$ cat config.mk
export PLATFORM = sky130hd
export DESIGN_NAME = pending_request_latency_tracker_top_flat
export DESIGN_NICKNAME = d
export VERILOG_FILES = /design/src/hdl/prlt_pkg.sv /design/src/hdl/prlt_if.sv /design/src/hdl/prlt_ram.sv /design/src/hdl/pending_request_latency_tracker_top.sv /design/src/flat_wrapper.sv
export SDC_FILE = /design/constraint.sdc
export NUM_CORES = 1
export LEC_CHECK = 0
export BUFFER_PORTS_ARGS = -buffer_cell sky130_fd_sc_hd__buf_2
export CORE_UTILIZATION = 60
export DETAILED_ROUTE_END_ITERATION = 12
export PLACE_DENSITY = 0.87
export SLEW_MARGIN = 20
export SYNTH_ARGS = -nofsm -noshare
export SYNTH_HDL_FRONTEND = slang
export SYNTH_HIERARCHICAL = 1
export SYNTH_SLANG_ARGS = --single-unit
$ cat constraint.sdc
create_clock -name clk -period 36.2 [get_ports clk]
set_clock_uncertainty 0.05 [all_clocks]
set_input_delay 10.86 -clock clk [delete_from_list [all_inputs] [get_ports clk]]
set_output_delay 10.86 -clock clk [all_outputs]
set_load 0.02 [all_outputs]
$ cat src/hdl/prlt_pkg.sv
// Package: item types, codes and constants of the pending request latency tracker.
`default_nettype none

package prlt_pkg;

  typedef enum logic [1:0] {
    OP_SEND  = 2'd0,
    OP_ACK   = 2'd1,
    OP_CHECK = 2'd2,
    OP_CLEAR = 2'd3
  } op_t;

  typedef enum logic [2:0] {
    ST_STORED   = 3'd0,
    ST_FULL     = 3'd1,
    ST_MATCHED  = 3'd2,
    ST_NO_MATCH = 3'd3,
    ST_CHECKED  = 3'd4,
    ST_CLEARED  = 3'd5
  } status_t;

  localparam logic [31:0] TIMEOUT_RESET = 32'd5000;
  localparam logic [3:0]  EXPIRED_MAX   = 4'd15;

  typedef struct packed {
    op_t         operation;
    logic [15:0] message_id;
    logic [7:0]  message_kind;
    logic [31:0] now_ms;
  } req_t;

  typedef struct packed {
    status_t     status;
    logic [2:0]  slot_used;
    logic [31:0] measured_latency;
    logic [3:0]  expired_now;
    logic [31:0] total_messages;
    logic [31:0] success_total;
    logic [31:0] timeout_total;
    logic [31:0] least_latency;
    logic [31:0] greatest_latency;
    logic [31:0] latency_sum;
  } rsp_t;

  typedef struct packed {
    logic [15:0] id;
    logic [7:0]  kind;
    logic [31:0] sent_at;
  } entry_t;

endpackage

`default_nettype wire

$ cat src/hdl/prlt_if.sv
// Interfaces: request and result channels with valid/ready handshake.
`default_nettype none

interface prlt_req_if
  import prlt_pkg::*;
  ();
  logic valid;
  logic ready;
  req_t data;
  modport source (output valid, output data, input ready);
  modport sink   (input valid, input data, output ready);
endinterface

interface prlt_rsp_if
  import prlt_pkg::*;
  ();
  logic valid;
  logic ready;
  rsp_t data;
  modport source (output valid, output data, input ready);
  modport sink   (input valid, input data, output ready);
endinterface

`default_nettype wire

$ cat src/hdl/prlt_ram.sv
// Generic simple dual-port RAM with registered read.
`default_nettype none

module prlt_ram #(
  parameter int WIDTH  = 8,
  parameter int DEPTH  = 8,
  parameter int ADDR_W = (DEPTH > 1) ? $clog2(DEPTH) : 1
) (
  input  wire logic              clk,
  input  wire logic              we,
  input  wire logic [ADDR_W-1:0] waddr,
  input  wire logic [WIDTH-1:0]  wdata,
  input  wire logic [ADDR_W-1:0] raddr,
  output logic      [WIDTH-1:0]  rdata
);

  logic [WIDTH-1:0] mem [DEPTH];

  always_ff @(posedge clk) begin
    if (we) begin
      mem[waddr] <= wdata;
    end
    rdata <= mem[raddr];
  end

endmodule

`default_nettype wire

$ cat src/hdl/pending_request_latency_tracker_top.sv
// Top level: outstanding request table with timeout and latency statistics.
//
//  channel | dir | handshake          | carries
//  --------+-----+--------------------+------------------------------------------
//  req     | in  | valid/ready        | operation, message_id, message_kind, now_ms
//  rsp     | out | valid/ready        | status, slot, latency, counters, min/max
//  cfg     | in  | cfg_we, no wait    | timeout_limit_ms
//
//  Slots are scanned one per cycle through a single entry RAM port and one
//  shared subtractor. A send scans for the first free slot; an acknowledge
//  scans for a match, then updates statistics; a check scans every slot.
//  req is taken only when idle; a finished result waits in the output
//  register, the next item may start meanwhile, and the completion step
//  stalls while that register is still full.
//  Synchronous reset empties the table and zeroes the statistics.
`default_nettype none

module pending_request_latency_tracker_top
  import prlt_pkg::*;
#(
  parameter int SLOT_COUNT = 8
) (
  input  wire logic        clk,
  input  wire logic        rst,
  prlt_req_if.sink         req,
  prlt_rsp_if.source       rsp,
  input  wire logic        cfg_we,
  input  wire logic [31:0] cfg_data
);

  localparam int IDX_W = (SLOT_COUNT > 1) ? $clog2(SLOT_COUNT) : 1;
  localparam logic [IDX_W-1:0] LAST = IDX_W'(SLOT_COUNT - 1);

  typedef enum logic [2:0] {
    S_IDLE,
    S_SEND,
    S_ACK_SCAN,
    S_ACK_UPDATE,
    S_CHK_SCAN,
    S_DONE
  } state_t;

  state_t            state;
  req_t              cur;
  logic [31:0]       timeout_limit;
  logic [SLOT_COUNT-1:0] active;
  logic [IDX_W-1:0]  rd_idx;
  logic              rd_more;
  logic              ev_valid;
  logic [IDX_W-1:0]  ev_idx;
  status_t           status;
  logic [IDX_W-1:0]  slot;
  logic [31:0]       latency;
  logic [3:0]        expired;
  logic [31:0]       count_messages;
  logic [31:0]       count_success;
  logic [31:0]       count_timeout;
  logic [31:0]       min_seen;
  logic [31:0]       max_seen;
  logic [31:0]       sum_latency;
  logic              seeded;
  logic              out_valid;
  rsp_t              out_data;

  logic              ram_we;
  entry_t            ram_wdata;
  entry_t            ram_rdata;
  logic [31:0]       age;
  logic              ev_active;
  logic              ack_hit;
  logic              expire_hit;

  prlt_ram #(
    .WIDTH ($bits(entry_t)),
    .DEPTH (SLOT_COUNT)
  ) u_entries (
    .clk   (clk),
    .we    (ram_we),
    .waddr (rd_idx),
    .wdata (ram_wdata),
    .raddr (rd_idx),
    .rdata (ram_rdata)
  );

  // shared subtractor: latency on acknowledge, age on check
  assign age        = cur.now_ms - ram_rdata.sent_at;
  assign ev_active  = ev_valid && active[ev_idx];
  assign ack_hit    = ev_active && (ram_rdata.id == cur.message_id)
                      && (ram_rdata.kind == cur.message_kind);
  assign expire_hit = ev_active && (age > timeout_limit);

  assign ram_we    = (state == S_SEND) && !active[rd_idx];
  assign ram_wdata = '{id: cur.message_id, kind: cur.message_kind, sent_at: cur.now_ms};

  assign req.ready = (state == S_IDLE);
  assign rsp.valid = out_valid;
  assign rsp.data  = out_data;

  always_ff @(posedge clk) begin
    if (rst) begin
      state          <= S_IDLE;
      timeout_limit  <= TIMEOUT_RESET;
      active         <= '0;
      rd_more        <= 1'b0;
      ev_valid       <= 1'b0;
      count_messages <= '0;
      count_success  <= '0;
      count_timeout  <= '0;
      min_seen       <= '0;
      max_seen       <= '0;
      sum_latency    <= '0;
      seeded         <= 1'b0;
      out_valid      <= 1'b0;
    end else begin
      if (cfg_we) begin
        timeout_limit <= cfg_data;
      end
      if (rsp.ready && (state != S_DONE)) begin
        out_valid <= 1'b0;
      end

      case (state)
        S_IDLE: begin
          if (req.valid) begin
            cur      <= req.data;
            rd_idx   <= '0;
            rd_more  <= 1'b1;
            ev_valid <= 1'b0;
            slot     <= '0;
            latency  <= '0;
            expired  <= '0;
            case (req.data.operation)
              OP_SEND:  state <= S_SEND;
              OP_ACK:   state <= S_ACK_SCAN;
              OP_CHECK: state <= S_CHK_SCAN;
              default: begin
                count_messages <= '0;
                count_success  <= '0;
                count_timeout  <= '0;
                min_seen       <= '0;
                max_seen       <= '0;
                sum_latency    <= '0;
                seeded         <= 1'b0;
                status         <= ST_CLEARED;
                state          <= S_DONE;
              end
            endcase
          end
        end

        S_SEND: begin
          if (!active[rd_idx]) begin
            active[rd_idx] <= 1'b1;
            slot           <= rd_idx;
            status         <= ST_STORED;
            state          <= S_DONE;
          end else if (rd_idx == LAST) begin
            status <= ST_FULL;
            state  <= S_DONE;
          end else begin
            rd_idx <= rd_idx + 1'b1;
          end
        end

        S_ACK_SCAN, S_CHK_SCAN: begin
          ev_valid <= rd_more;
          if (rd_more) begin
            ev_idx  <= rd_idx;
            rd_idx  <= rd_idx + 1'b1;
            rd_more <= (rd_idx != LAST);
          end
          if (state == S_ACK_SCAN) begin
            if (ack_hit) begin
              active[ev_idx] <= 1'b0;
              latency        <= age;
              slot           <= ev_idx;
              status         <= ST_MATCHED;
              state          <= S_ACK_UPDATE;
            end else if (ev_valid && ev_idx == LAST) begin
              status <= ST_NO_MATCH;
              state  <= S_DONE;
            end
          end else begin
            if (expire_hit) begin
              active[ev_idx] <= 1'b0;
              count_messages <= count_messages + 32'd1;
              count_timeout  <= count_timeout + 32'd1;
              if (expired != EXPIRED_MAX) begin
                expired <= expired + 4'd1;
              end
            end
            if (ev_valid && ev_idx == LAST) begin
              status <= ST_CHECKED;
              state  <= S_DONE;
            end
          end
        end

        S_ACK_UPDATE: begin
          ev_valid       <= 1'b0;
          count_messages <= count_messages + 32'd1;
          count_success  <= count_success + 32'd1;
          sum_latency    <= sum_latency + latency;
          seeded         <= 1'b1;
          if (!seeded || latency < min_seen) begin
            min_seen <= latency;
          end
          if (!seeded || latency > max_seen) begin
            max_seen <= latency;
          end
          state <= S_DONE;
        end

        S_DONE: begin
          ev_valid <= 1'b0;
          if (!out_valid || rsp.ready) begin
            out_valid                 <= 1'b1;
            out_data.status           <= status;
            out_data.slot_used        <= 3'(slot);
            out_data.measured_latency <= latency;
            out_data.expired_now      <= expired;
            out_data.total_messages   <= count_messages;
            out_data.success_total    <= count_success;
            out_data.timeout_total    <= count_timeout;
            out_data.least_latency    <= min_seen;
            out_data.greatest_latency <= max_seen;
            out_data.latency_sum      <= sum_latency;
            state                     <= S_IDLE;
          end
        end

        default: state <= S_IDLE;
      endcase
    end
  end

  a_busy_after_accept: assert property (@(posedge clk) disable iff (rst)
    req.valid && req.ready |=> !req.ready)
    else $error("request taken while an item is still in work");

  a_result_from_done: assert property (@(posedge clk) disable iff (rst)
    $rose(out_valid) |-> $past(state == S_DONE))
    else $error("result raised outside the completion step");

  a_unseeded_zero: assert property (@(posedge clk) disable iff (rst)
    !seeded |-> (min_seen == 32'd0) && (max_seen == 32'd0))
    else $error("min/max set without any success");

  a_min_le_max: assert property (@(posedge clk) disable iff (rst)
    seeded |-> min_seen <= max_seen)
    else $error("minimum latency above maximum");

endmodule

`default_nettype wire

$ cat src/flat_wrapper.sv
// flat-port wrapper written by rule: the top's interface ports become plain ports
module pending_request_latency_tracker_top_flat import prlt_pkg::*;
#(
  parameter int SLOT_COUNT = 8
)
  (clk, rst, cfg_we, cfg_data, req_valid, req_data, req_ready, rsp_valid, rsp_data, rsp_ready);
  prlt_req_if req_i ();
  prlt_rsp_if rsp_i ();
  input  wire logic clk;
  input  wire logic rst;
  input  wire logic cfg_we;
  input  wire logic [31:0] cfg_data;
  input wire logic [$bits(req_i.valid)-1:0] req_valid;
  input wire logic [$bits(req_i.data)-1:0] req_data;
  output wire logic [$bits(req_i.ready)-1:0] req_ready;
  output wire logic [$bits(rsp_i.valid)-1:0] rsp_valid;
  output wire logic [$bits(rsp_i.data)-1:0] rsp_data;
  input wire logic [$bits(rsp_i.ready)-1:0] rsp_ready;
  assign req_i.valid = req_valid;
  assign req_i.data = req_data;
  assign req_ready = req_i.ready;
  assign rsp_valid = rsp_i.valid;
  assign rsp_data = rsp_i.data;
  assign rsp_i.ready = rsp_ready;
  pending_request_latency_tracker_top #(.SLOT_COUNT(SLOT_COUNT)) u_core (.clk(clk), .rst(rst), .req(req_i), .rsp(rsp_i), .cfg_we(cfg_we), .cfg_data(cfg_data));
endmodule
==> flow_summary.ini <==
[run_status]
status = finished clean

[setup_path]
cp.arrival_ns = 13.97
critPathSlowestCell = buf_4
ff2ff_path_depth = 24
cp.required_ns = 36.42
worst-path-buf-inv = 4
end_kind = register
rrSetupSlack_ns = 29.51
setup.worst_path.class = in -> reg
startpoint_type = input pin
slowest_delay_ns = 0.88
critPathTopFamily = buffers and inverters
crit_path_start = rsp_ready
r2r-start = u_core/cur[0]$_DFFE_PP_
critPathMaxFanout = 78
rr_endpoint = u_core/count_messages[22]$_SDFFE_PP0P_
cp_common_cell = buf_4
crit_path_cell_trace = buf_2 > nand2b_1 > nor3b_2 > buf_4 > buf_4 > buf_4

[clock_tree]
cts_resized = 0
h-tree-depth = 3
cts_root_buf = clkbuf_16
path_clk_slew_ns = 0.07
ctsHoldBuffers = 0
postCtsSetupRepairBufs = 0
numCtsBuffers = 102
ctsLongestPathBuffers = 3
cts.sinks = 1081
tritoncts = done
clock_latency_ns = 0.68

[routing]
viasPerCell = 6.11
ant_nets = 0
drc_errors = 0
first_iter_violations = 3088
firstDrtPassIters = 6
routed_wl_mm = 102
vias = 28000
wl_per_cell_um = 22.3

[synthesis]
synth_cells = 3188
synth_cell_type_count = 72
synth.avg_cell_area_sq_um = 14.1
yosys-top-cells-area = edfxtp_1, dfxtp_1, mux4_2, ha_1, nor2_1
synth_nets = 3451
synth_top_cell_by_area = edfxtp_1
synth-seq-cells = 1081
synth_flop_cell = edfxtp_1
synth_warnings = 6
ys_seq_area_share_pct = 65.9
synth_top_area_share_pct = 52.7
synth_edf_count = 786
synth_common_cells = edfxtp_1, dfxtp_1, nor2_1, ha_1, a21oi_1
synth.most_common_cell = edfxtp_1
syn-cell-area_sq_um = 44800
async_flop_share_pct = 0

[flow_run]
drv_cap = 0

[placed_design]
hpwlAfterDp_mm = 63.5
portBuffers = 330
dpl.cell_count = 4387
dp_slack_ns = 21.83
gp_congestion = 0.926

[pwr]
irDropWorstVdd_v = 0.0000413
powerDensity_nw_per_um2 = 57.6
power.leakage_nw = 18.9
fin_total_pwr_mw = 2.95

[sta]
rsz0062_at_grt = false
setup_tns_ns = 0
tightest_slew_ns = 1.17
finalCritPeriodShare_pct = 38.0
setup_viol = 0
postLayoutSetupSlackWorst_ns = 22.45
fmax_mhz = 72.7
post-route-min-period_ns = 13.75
slew_headroom_pct = 21.7
hold_viol_final = 0
maxSlewViolCount = 0

[die]
start_util_pct = 61.0
design.core.area_sq_um = 73500
die_height_um = 275
fp-row-count = 99
fp.dieW_um = 275
num_io_pins = 331
die_area_sq_um = 75800

[grt]
grt_usage_pct = 26.9
grt_max_degree = 122
antenna_found_initial = 5
grt_pass1_vias = 27700
grt_overflow_total = 0
grt_use_met2_pct = 45.2
grt_pass1_wl_mm = 156
grtUsageMet3_pct = 3.78
met1_usage_pct = 35.4
grt.busiest_layer = met2

[cells_and_area]
final_util_pct = 69.6
area_growth_pct = 14.2
nets = 3796
drive_gt1_share_pct = 20.2
fin_cells = 4586

[worst_hold_path]
hold_end = u_core/rsp.data[229]$_DFFE_PP_
hold_start = u_core/slot[1]$_DFFE_PP_
min_path_type = reg -> reg
hold_depth = 0
[how the worst max path moves through the flow]
stage	to	cells past startpoint	slack [ns]
after global placement	u_core/rsp.data[92]$_DFFE_PP_	6	21.99
after CTS	u_core/rsp.data[24]$_DFFE_PP_	6	22.50
final	u_core/rsp.data[58]$_DFFE_PP_	6	22.45
after global routing	u_core/rsp.data[88]$_DFFE_PP_	6	22.24
after detailed placement	u_core/rsp.data[222]$_DFFE_PP_	6	21.83
after floorplan	u_core/rsp.data[0]$_DFFE_PP_	3	6.76
[cell families (layout without fill, tap and decap cells)]
family          after synthesis  count (layout)  share of synthesized area, %
flops                      1081            1081                          65.9
simple gates                758             758                          8.24
compound gates              556             556                          7.77
buf+inv                     276             711                          2.54
mux                         266             266                          9.23
fa+ha+maj                   168             168                          4.73
xor+xnor                     83              83                          1.62
other cells                   0               4                             0
[per-stage QoR]
stage          instance area (sq um)  hold slack [ns]
6_report                       51100            0.369
2_1_floorplan                  44800            0.350
5_1_grt                        51100            0.380
3_5_place_dp                   47500            0.355
3_3_place_gp                   47500            0.355
4_1_cts                        51100            0.370
[state kept, by name, indices dropped and copies added (netlist names), 56 cells and up]
| register | count |
|---|---|
| u_core/rsp.data | 234 |
| u_core/u_entries/rdata | 56 |
| u_core/u_entries/mem | 448 |
| u_core/cur | 56 |
[area by class of cell]
cell class,instances,area (sq um)
clock inverters,58,782
diodes,4,10.0
fillers,4660,22300
well taps,959,1200
inverters,151,567
repair buffers,366,1960
clock buffers,136,2880
flip-flops and latches,1081,29500
multi-input cells,1831,14200
[power by group]
group          internal [mW]  leakage, nW  switching (mW)  total (mW)
Combinational          0.167         7.49           0.222       0.388
Sequential              1.38         9.57          0.0369        1.41
Clock                  0.678         1.79           0.467        1.14
[cells in the final DEF (no fill, tap or decap), types with 17 or more instances in the layout]
cell,instances
mux2i_1,97
a21o_1,66
and2_1,68
nand2b_1,19
o31ai_1,26
o21ai_0,132
o211ai_1,26
xor2_1,28
and3_1,35
clkinv_2,17
nand4_1,33
edfxtp_1,786
nor2b_1,18
nand3_1,77
a31oi_1,21
xnor2_1,55
buf_4,34
clkbuf_1,19
a21oi_1,160
nand2_1,127
dfxtp_1,295
mux4_2,112
clkbuf_16,106
mux2_2,57
a22oi_1,29
buf_2,329
nor3_1,32
inv_1,150
ha_1,166
nor2_1,263
[per-layer routing]
layer  vias to the layer above  share of wire (%)
met2                      1317                 49
met5                         -             0.0098
met4                         2                3.6
li1                      12700                  -
met1                     13800                 40
met3                       254                7.2
Power figures use the tool's default switching activity.
